### config.mk
export PLATFORM = sky130hd
export DESIGN_NAME = delimiter_block_matcher
export DESIGN_NICKNAME = d
export VERILOG_FILES = /design/src/rtl/core/dbm_pkg.sv /design/src/rtl/core/dbm_match.sv /design/src/rtl/core/delimiter_block_matcher.sv
export SDC_FILE = /design/constraint.sdc
export NUM_CORES = 1
export LEC_CHECK = 0
export ABC_AREA = 1
export BUFFER_PORTS_ARGS = -buffer_cell sky130_fd_sc_hd__buf_2
export CAP_MARGIN = 20
export CORE_MARGIN = 2
export CORE_UTILIZATION = 30
export CTS_BUF_LIST = sky130_fd_sc_hd__clkbuf_16
export DETAILED_ROUTE_END_ITERATION = 10
export PLACE_DENSITY = 0.47
export SYNTH_ARGS = -nofsm -noshare
export SYNTH_HDL_FRONTEND = slang
export SYNTH_SLANG_ARGS = --single-unit
### constraint.sdc
create_clock -name clk -period 3.65 [get_ports clk]
set_input_delay 0.1825 -clock clk [delete_from_list [all_inputs] [get_ports clk]]
set_output_delay 0.1825 -clock clk [all_outputs]
set_load 0.05 [all_outputs]
### src/rtl/core/dbm_pkg.sv
package dbm_pkg;

	localparam int DEF_PATTERN_BYTES = 8;
	localparam int DEF_LINE_COLUMNS  = 1024;
	localparam int DEF_COUNT_BITS    = 16;

	localparam int CHAR_W     = 8;
	localparam int CFG_INDEX_W = 2;
	localparam int CFG_DATA_W = 64;
	localparam int LENGTH_W   = 4;
	localparam int COUNT_W    = 16;
	localparam int LINE_W     = 16;
	localparam int COLUMN_W   = 10;
	localparam int OUT_DATA_W = 88;

	typedef enum logic [CFG_INDEX_W-1:0] {
		REG_OPEN_PATTERN  = 2'd0,
		REG_OPEN_LENGTH   = 2'd1,
		REG_CLOSE_PATTERN = 2'd2,
		REG_CLOSE_LENGTH  = 2'd3
	} cfg_reg_t;

	typedef enum logic [1:0] {
		ST_SEARCHING = 2'd0,
		ST_FOUND     = 2'd1,
		ST_FAILED    = 2'd2
	} status_t;

	localparam logic [7:0] RESET_OPEN_CHAR  = 8'd123;
	localparam logic [7:0] RESET_CLOSE_CHAR = 8'd125;

endpackage

### src/rtl/core/dbm_match.sv
module dbm_match #(
	parameter int PATTERN_BYTES = 8,
	parameter int LEN_BITS      = 4,
	parameter int COL_BITS      = 10
) (
	input  logic [PATTERN_BYTES*8-1:0] window,
	input  logic [PATTERN_BYTES*8-1:0] pattern,
	input  logic [LEN_BITS-1:0]        len,
	input  logic [COL_BITS-1:0]        column,
	output logic                       hit
);
	import dbm_pkg::*;

	localparam int LEN_CODES = 2 ** LEN_BITS;

	logic [LEN_CODES-1:0] hit_by_len;
	logic [LEN_BITS-1:0]  len_m1;

	// window byte 0 is the newest, it must equal the last pattern byte
	always_comb begin
		hit_by_len = '0;
		for (int l = 1; l <= PATTERN_BYTES; l++) begin
			hit_by_len[l] = 1'b1;
			for (int k = 0; k < l; k++) begin
				if (window[k*CHAR_W +: CHAR_W] != pattern[(l-1-k)*CHAR_W +: CHAR_W]) begin
					hit_by_len[l] = 1'b0;
				end
			end
		end
	end

	assign len_m1 = len - LEN_BITS'(1);
	assign hit = hit_by_len[len] && (column >= COL_BITS'(len_m1));

endmodule

### src/rtl/core/delimiter_block_matcher.sv
// a line end request passes the input register, then its result is put in the output register
// throughput: one request per cycle, set by the single registered pass of window compare
// and counter update, unless a line end waits on a held result; text bytes produce no result
// reset: asynchronous, clears search state and handshake state, delimiters return to
// a one-byte open brace and close brace
module delimiter_block_matcher #(
	parameter int PATTERN_BYTES = dbm_pkg::DEF_PATTERN_BYTES,
	parameter int LINE_COLUMNS  = dbm_pkg::DEF_LINE_COLUMNS,
	parameter int COUNT_BITS    = dbm_pkg::DEF_COUNT_BITS
) (
	input  logic                              clk,
	input  logic                              arst_n,
	input  logic                              s_axis_tvalid,
	output logic                              s_axis_tready,
	input  logic [dbm_pkg::CHAR_W-1:0]        s_axis_tdata, // char_code
	input  logic                              s_axis_tlast, // line_end
	input  logic                              s_axis_tuser, // restart
	output logic                              m_axis_tvalid,
	input  logic                              m_axis_tready,
	// search_status, open_count, close_count, lines_seen, close_line, close_column,
	// open_column, open_in_first_line, zero pad
	output logic [dbm_pkg::OUT_DATA_W-1:0]    m_axis_tdata,
	input  logic                              cfg_valid,
	output logic                              cfg_ready,
	input  logic [dbm_pkg::CFG_INDEX_W-1:0]   cfg_index,
	input  logic [dbm_pkg::CFG_DATA_W-1:0]    cfg_data
);
	import dbm_pkg::*;

	localparam int PW       = PATTERN_BYTES * CHAR_W;
	localparam int LEN_BITS = $clog2(PATTERN_BYTES + 1);
	localparam int COL_BITS = $clog2(LINE_COLUMNS);
	localparam logic [COL_BITS-1:0]   COL_MAX   = COL_BITS'(LINE_COLUMNS - 1);
	localparam logic [COUNT_BITS-1:0] COUNT_MAX = '1;
	localparam logic [LINE_W-1:0]     LINE_MAX  = '1;

	// configuration
	logic [PW-1:0]       open_pat_q, close_pat_q;
	logic [LEN_BITS-1:0] open_len_q, close_len_q;
	logic [LENGTH_W-1:0] cfg_len;
	logic [LEN_BITS-1:0] cfg_len_eff;

	assign cfg_ready = 1'b1;
	assign cfg_len   = cfg_data[LENGTH_W-1:0];

	always_comb begin
		if (cfg_len == '0) begin
			cfg_len_eff = LEN_BITS'(1);
		end else if (cfg_len > LENGTH_W'(PATTERN_BYTES)) begin
			cfg_len_eff = LEN_BITS'(PATTERN_BYTES);
		end else begin
			cfg_len_eff = LEN_BITS'(cfg_len);
		end
	end

	always_ff @(posedge clk or negedge arst_n) begin
		if (!arst_n) begin
			open_pat_q  <= PW'(RESET_OPEN_CHAR);
			close_pat_q <= PW'(RESET_CLOSE_CHAR);
			open_len_q  <= LEN_BITS'(1);
			close_len_q <= LEN_BITS'(1);
		end else if (cfg_valid && cfg_ready) begin
			case (cfg_index)
				REG_OPEN_PATTERN:  open_pat_q  <= cfg_data[PW-1:0];
				REG_OPEN_LENGTH:   open_len_q  <= cfg_len_eff;
				REG_CLOSE_PATTERN: close_pat_q <= cfg_data[PW-1:0];
				REG_CLOSE_LENGTH:  close_len_q <= cfg_len_eff;
				default: ;
			endcase
		end
	end

	// input register
	logic              valid_s1, last_s1, restart_s1, adv;
	logic [CHAR_W-1:0] char_s1;
	logic              out_valid_q;
	logic [OUT_DATA_W-1:0] out_data_q;

	assign adv           = valid_s1 && (!last_s1 || !out_valid_q || m_axis_tready);
	assign s_axis_tready = !valid_s1 || adv;

	always_ff @(posedge clk or negedge arst_n) begin
		if (!arst_n) begin
			valid_s1 <= 1'b0;
		end else if (s_axis_tready) begin
			valid_s1 <= s_axis_tvalid;
		end
	end

	always_ff @(posedge clk) begin
		if (s_axis_tready && s_axis_tvalid) begin
			char_s1    <= s_axis_tdata;
			last_s1    <= s_axis_tlast;
			restart_s1 <= s_axis_tuser;
		end
	end

	// search state
	logic [PW-1:0]         win_q, cur_win, win_sh, nxt_win;
	logic [COL_BITS-1:0]   col_q, cur_col, nxt_col;
	logic [LEN_BITS-1:0]   ome_q, cur_ome, nxt_ome, cme_q, cur_cme, nxt_cme;
	logic [COUNT_BITS-1:0] open_tot_q, cur_open, nxt_open, close_tot_q, cur_close, nxt_close;
	logic [LINE_W-1:0]     line_tot_q, cur_line, nxt_line, lcl_q, cur_lcl, nxt_lcl;
	logic [COL_BITS-1:0]   lcc_q, cur_lcc, nxt_lcc, foc_q, cur_foc, nxt_foc;
	logic                  fos_q, cur_fos, nxt_fos, done_q, cur_done, nxt_done;
	logic                  open_hit, close_hit;
	status_t               status;

	assign cur_win   = restart_s1 ? '0 : win_q;
	assign cur_col   = restart_s1 ? '0 : col_q;
	assign cur_ome   = restart_s1 ? '0 : ome_q;
	assign cur_cme   = restart_s1 ? '0 : cme_q;
	assign cur_open  = restart_s1 ? '0 : open_tot_q;
	assign cur_close = restart_s1 ? '0 : close_tot_q;
	assign cur_line  = restart_s1 ? '0 : line_tot_q;
	assign cur_lcl   = restart_s1 ? '0 : lcl_q;
	assign cur_lcc   = restart_s1 ? '0 : lcc_q;
	assign cur_foc   = restart_s1 ? '0 : foc_q;
	assign cur_fos   = restart_s1 ? 1'b0 : fos_q;
	assign cur_done  = restart_s1 ? 1'b0 : done_q;

	generate
		if (PATTERN_BYTES == 1) begin : g_win_one
			assign win_sh = char_s1;
		end else begin : g_win_many
			assign win_sh = {cur_win[PW-CHAR_W-1:0], char_s1};
		end
	endgenerate

	dbm_match #(
		.PATTERN_BYTES(PATTERN_BYTES),
		.LEN_BITS     (LEN_BITS),
		.COL_BITS     (COL_BITS)
	) u_open_match (
		.window (win_sh),
		.pattern(open_pat_q),
		.len    (open_len_q),
		.column (cur_col),
		.hit    (open_hit)
	);

	dbm_match #(
		.PATTERN_BYTES(PATTERN_BYTES),
		.LEN_BITS     (LEN_BITS),
		.COL_BITS     (COL_BITS)
	) u_close_match (
		.window (win_sh),
		.pattern(close_pat_q),
		.len    (close_len_q),
		.column (cur_col),
		.hit    (close_hit)
	);

	always_comb begin
		nxt_win   = cur_win;
		nxt_col   = cur_col;
		nxt_ome   = cur_ome;
		nxt_cme   = cur_cme;
		nxt_open  = cur_open;
		nxt_close = cur_close;
		nxt_line  = cur_line;
		nxt_lcl   = cur_lcl;
		nxt_lcc   = cur_lcc;
		nxt_foc   = cur_foc;
		nxt_fos   = cur_fos;
		nxt_done  = cur_done;
		if (!cur_done) begin
			if (!last_s1) begin
				nxt_win = win_sh;
				if (cur_ome != '0) begin
					nxt_ome = cur_ome - LEN_BITS'(1);
				end else if (open_hit) begin
					nxt_open = (cur_open != COUNT_MAX) ? cur_open + COUNT_BITS'(1) : cur_open;
					nxt_ome  = open_len_q - LEN_BITS'(1);
					if (cur_line == '0 && !cur_fos) begin
						nxt_fos = 1'b1;
						nxt_foc = cur_col - COL_BITS'(nxt_ome);
					end
				end
				if (cur_cme != '0) begin
					nxt_cme = cur_cme - LEN_BITS'(1);
				end else if (close_hit) begin
					nxt_close = (cur_close != COUNT_MAX) ? cur_close + COUNT_BITS'(1) : cur_close;
					nxt_cme   = close_len_q - LEN_BITS'(1);
					nxt_lcl   = cur_line;
					nxt_lcc   = (cur_col != COL_MAX) ? cur_col + COL_BITS'(1) : cur_col;
				end
				nxt_col = (cur_col != COL_MAX) ? cur_col + COL_BITS'(1) : cur_col;
			end else begin
				nxt_line = (cur_line != LINE_MAX) ? cur_line + LINE_W'(1) : cur_line;
				nxt_win  = '0;
				nxt_col  = '0;
				nxt_ome  = '0;
				nxt_cme  = '0;
				nxt_done = (cur_open == cur_close);
			end
		end
	end

	always_comb begin
		if (!nxt_done) begin
			status = ST_SEARCHING;
		end else if (nxt_open != '0) begin
			status = ST_FOUND;
		end else begin
			status = ST_FAILED;
		end
	end

	always_ff @(posedge clk or negedge arst_n) begin
		if (!arst_n) begin
			win_q       <= '0;
			col_q       <= '0;
			ome_q       <= '0;
			cme_q       <= '0;
			open_tot_q  <= '0;
			close_tot_q <= '0;
			line_tot_q  <= '0;
			lcl_q       <= '0;
			lcc_q       <= '0;
			foc_q       <= '0;
			fos_q       <= 1'b0;
			done_q      <= 1'b0;
		end else if (adv) begin
			win_q       <= nxt_win;
			col_q       <= nxt_col;
			ome_q       <= nxt_ome;
			cme_q       <= nxt_cme;
			open_tot_q  <= nxt_open;
			close_tot_q <= nxt_close;
			line_tot_q  <= nxt_line;
			lcl_q       <= nxt_lcl;
			lcc_q       <= nxt_lcc;
			foc_q       <= nxt_foc;
			fos_q       <= nxt_fos;
			done_q      <= nxt_done;
		end
	end

	// result register
	always_ff @(posedge clk or negedge arst_n) begin
		if (!arst_n) begin
			out_valid_q <= 1'b0;
		end else if (adv && last_s1) begin
			out_valid_q <= 1'b1;
		end else if (m_axis_tready) begin
			out_valid_q <= 1'b0;
		end
	end

	always_ff @(posedge clk) begin
		if (adv && last_s1) begin
			out_data_q <= {1'b0, nxt_fos, COLUMN_W'(nxt_foc), COLUMN_W'(nxt_lcc), nxt_lcl,
				nxt_line, COUNT_W'(nxt_close), COUNT_W'(nxt_open), status};
		end
	end

	assign m_axis_tvalid = out_valid_q;
	assign m_axis_tdata  = out_data_q;

`ifndef ASSERT_OFF
	a_done_balanced: assert property (@(posedge clk) disable iff (!arst_n)
		done_q |-> open_tot_q == close_tot_q)
		else $error("finished search with unequal counts");

	a_line_end_clears_column: assert property (@(posedge clk) disable iff (!arst_n)
		adv && last_s1 |=> col_q == '0)
		else $error("column not cleared after line end");

	a_status_counts: assert property (@(posedge clk) disable iff (!arst_n)
		out_valid_q && out_data_q[1:0] != ST_SEARCHING |->
		out_data_q[COUNT_W+1:2] == out_data_q[2*COUNT_W+1:COUNT_W+2])
		else $error("final status with unequal counts");

	a_failed_zero: assert property (@(posedge clk) disable iff (!arst_n)
		out_valid_q && out_data_q[1:0] == ST_FAILED |-> out_data_q[COUNT_W+1:2] == '0)
		else $error("failed status with open matches");
`endif

endmodule

==> run_results.csv <==
group,metric,value,unit
finish,fin_area,37900,sq um
logic_synthesis,ys_ff_latch,395,
setup_path,reg2reg_to,"m_axis_tdata[26]$_DFFE_PP_",
setup_path,cp_cell_sequence,"buf_6 -> buf_8 -> clkinv_8 -> buf_12 -> nand2_4 -> buf_12 -> xor2_1 -> nand4_1 -> nor2_1 -> buf_4 -> nand2_2 -> nor2_1 -> nand2_1 -> nand3_2 -> nand2_2 -> nand2_1 -> nand2_1 -> nand2_2 -> buf_12 -> nand4_1 -> nor2_1 -> buf_4 -> nand3_2 -> and2_1",
sta,fin_tns_setup,-1.71,ns
clocking,htree_levels,2,
logic_synthesis,synth_ff_type,"dfrtp_1",
clocking,clock-sinks,395,
logic_synthesis,ys_seq_area_frac,0.386,
setup_path,crit_arrival,4.16,ns
global_route,grt_pass1_wl,230000,microns
drt,met2_length,73600,microns
drt,drt_iter0_markers,3648,
drt,drtAntennaViolNets,0,
floorplanning,initial_core_util,0.303,
setup_path,startpoint_type,"flop",
drt,viasPerCell,5.24,
sta,rsz0062_at_grt,"yes",
power,p_int,9.88,mW
clocking,clockBufferDepth,3,
finish,drive_gt1_frac,0.250,
logic_synthesis,syn_inst,3886,
power,seqPwrFrac,0.322,
sta,slew_headroom,0.392,
drt,drc,0,
finish,fin_util,0.428,
setup_path,cp.required,4.05,ns
logic_synthesis,syn_nets,3986,
setup_path,critPathSlowestCell,"edfxtp_1",
floorplanning,io_pins,172,
drt,highest_layer,"met5",
sta,worst_pin_slew,0.913,ns
setup_path,cp-startpoint,"restart_s1$_DFFE_PP_",
sta,slew_viol_final,0,
power,p_per_area,444,nW/um^2
setup_path,rrSetupSlack,-0.11,ns
power,power_switching_share,0.413,
sta,post-route-period-util,1.03,
power,finalPower,16.8,mW
setup_path,r2r_cells,24,
clocking,cts_buffers,48,
setup_path,end_kind,"flop",
drt,wl_met3,12600,microns
logic_synthesis,yosysTopAreaCell,"dfrtp_1",
setup_path,critPathMaxStageDelay,0.40,ns
setup_path,crit_cells,24,
drt,wl_met1,66300,microns
setup_path,reg2reg_from,"restart_s1$_DFFE_PP_",
setup_path,cp_num_buf_inv,8,
finish,syn_to_final_growth,41.0,%
worst_hold_path,min_from,"cfg_index[0]",
status,violations,"negative setup slack",
setup_path,cp_max_fo,5,
finish,nets,4844,
power,peakVddDrop,0.336,mV
sta,fin_skew,0.0352,ns
logic_synthesis,yosys.cell_types.count,63,
floorplanning,die_y,303,microns
sta,finalCriticalPeriod,3.76,ns
floorplanning,fp-row-count,109,
drt,wl,166000,microns
setup_path,path_delay_family,"simple AND/OR/NAND/NOR gates",
global_route,grt_pass1_vias,30435,
sta,setup_violations,54,
finish,fillerInstances,9412,
clocking,tritoncts,"yes",
power,net-switching-power,6.95,mW
place,dp_slack,-0.420,ns
global_route,grt_start_max_net_pins,87,
place,dpl.hpwl,131000,microns
worst_hold_path,hp-class,"in -> reg",
drt,drt_pass1_iterations,7,
global_route,antenna_found_initial,4,
setup_path,crit_end,"m_axis_tdata[26]$_DFFE_PP_",
sta,setup_ws,-0.106,ns
place,numPortBuffers,169,
logic_synthesis,synth_top_cell_area_share,0.264,
status,outcome,"finished, violations left",
logic_synthesis,synth_area,26900,sq um
floorplanning,die_x,303,microns
logic_synthesis,async_reset_ff_frac,0.754,
sta,finalHoldViolCount,0,
power,p_clk_frac,0.278,
clocking,clk_pin_slew,0.06,ns
global_route,grt_usage,0.358,
logic_synthesis,ys_warn_count,0,
place,placed_area,34600,sq um
finish,layout_commonest_cell,"nand2_1",
clocking,cts_root_buf,"clkbuf_16",
power,p_leak,18.3,nW
logic_synthesis,synth_enable_flop_cells,97,
floorplanning,die_area,92000,sq um
global_route,grt-ovfl-total,0,
clocking,clk_latency,0.67,ns
logic_synthesis,avgSynthCellArea,6.92,sq um
sta,clock.fmax,266,MHz
drt,num_vias,31199,
power,power_frac_comb,0.400,
job,max_cap_violations,0,
place,gp_congestion,1.08,
setup_path,critPathKind,"reg -> reg",
finish,final_cell_mix,"1218 x nand2_1, 662 x buf_4, 457 x inv_1",
drt,wl_per_cell,27.9,microns
floorplanning,coreArea,88600,sq um
logic_synthesis,synth_area_leaders,"dfrtp_1 26%, nand2_1 18%, edfxtp_1 11%, inv_1 6.3%, xor2_1 5.8%",
[power by group through the flow]
stage | combinational, mW | clock (mW) | sequential (mW)
after detailed placement | 6.26 | 0 | 5.49
after global routing | 7.01 | 4.95 | 5.45
after global placement | 6.32 | 0 | 5.48
final | 6.73 | 4.68 | 5.43
after floorplan | 2.74 | 0 | 5.44
after CTS | 6.44 | 4.79 | 5.41
[synth_stat cells (all sizes together), types with 3 or more instances]
| cell type | count |
|---|---|
| o221ai | 10 |
| dfrtp | 284 |
| nand3 | 179 |
| nor3 | 70 |
| or2 | 5 |
| ha | 18 |
| nor3b | 5 |
| a21oi | 48 |
| o2111ai | 12 |
| xnor2 | 38 |
| clkbuf | 116 |
| nor2 | 379 |
| o21ai | 285 |
| nand3b | 3 |
| xor2 | 180 |
| nand2 | 1282 |
| o22ai | 143 |
| clkinv | 9 |
| a31oi | 3 |
| a21boi | 3 |
| and2 | 7 |
| o211ai | 6 |
| dfstp | 14 |
| edfxtp | 97 |
| a221oi | 3 |
| nor4 | 27 |
| buf | 87 |
| nand4 | 96 |
| inv | 455 |
[area by class of cell]
cell class                      count  area, sq um  area share
Antenna cell                        2         5.00    0.000132
Clock buffer                       48         1200      0.0317
Clock inverter                     41          292     0.00769
Inverter                          464         1780      0.0469
Multi-Input combinational cell   2824        14400       0.380
Sequential cell                   395        10400       0.274
Tap cell                         1165         1460      0.0384
Timing Repair Buffer             1008         8340       0.220
Timing Repair inverter              3         47.5     0.00125
[layer usage]
| layer | GRT usage | vias up |
|---|---|---|
| met5 | 0 | - |
| met4 | 0.231 | 6 |
| met3 | 0.0618 | 534 |
| met2 | 0.571 | 1555 |
| met1 | 0.446 | 14881 |
| li1 | - | 14223 |
[worst min-delay path by stage]
stage          cells past startpoint                          end  slack, ns
6_report                           5   close_len_q[2]$_DFFE_PN0P_       0.12
5_1_grt                            5   close_len_q[2]$_DFFE_PN0P_       0.18
4_1_cts                            5   close_len_q[2]$_DFFE_PN0P_       0.08
3_5_place_dp                       1  close_pat_q[33]$_DFFE_PN0P_       0.29
3_3_place_gp                       1  close_pat_q[33]$_DFFE_PN0P_       0.28
2_1_floorplan                      0   close_len_q[1]$_DFFE_PN0P_      -0.11
[repair_timing]
action / CTS / global route
resized for setup: 63 / 142
setup endpoints to repair: 111 / 127
pin swaps: 16 / 51
hold buffers: 79 / 0
gates cloned: 3 / 3
hold endpoints to repair: 224 / 0
setup buffers: 11 / 7
[sequential cells by signal (all words and copies together) (netlist names), 16 cells and up]
signal,count
m_axis_tdata,87
close_pat_q,64
open_tot_q,16
line_tot_q,16
open_pat_q,64
win_q,56
lcl_q,16
close_tot_q,16
[cell families (layout without fill, tap and decap cells)]
logic type,count (synthesis),in the layout,synth area share
simple gates,2058,2058,0.320
buf+inv,667,1564,0.102
compound gates,526,526,0.111
flops,395,395,0.386
xor+xnor,218,218,0.0713
fa+ha+maj,19,19,0.00912
other cells,2,4,0.000279
mux,1,1,0.000419
[worst min-delay path, cell delays in order]
cell and delay [ns]:
buf_2 0.09, inv_1 0.17, nor3_1 0.15, nand2_1 0.08, nand2_1 0.05
[per-stage QoR]
| step | hold slack (ns) | std cells |
|---|---|---|
| 2_1_floorplan | -0.113 | 3886 |
| 3_3_place_gp | 0.282 | 5757 |
| 3_5_place_dp | 0.285 | 5757 |
| 4_1_cts | 0.0754 | 5938 |
| 5_1_grt | 0.180 | 5948 |
| 6_report | 0.119 | 5950 |
Note: power is estimated with default switching activity, not from simulation.
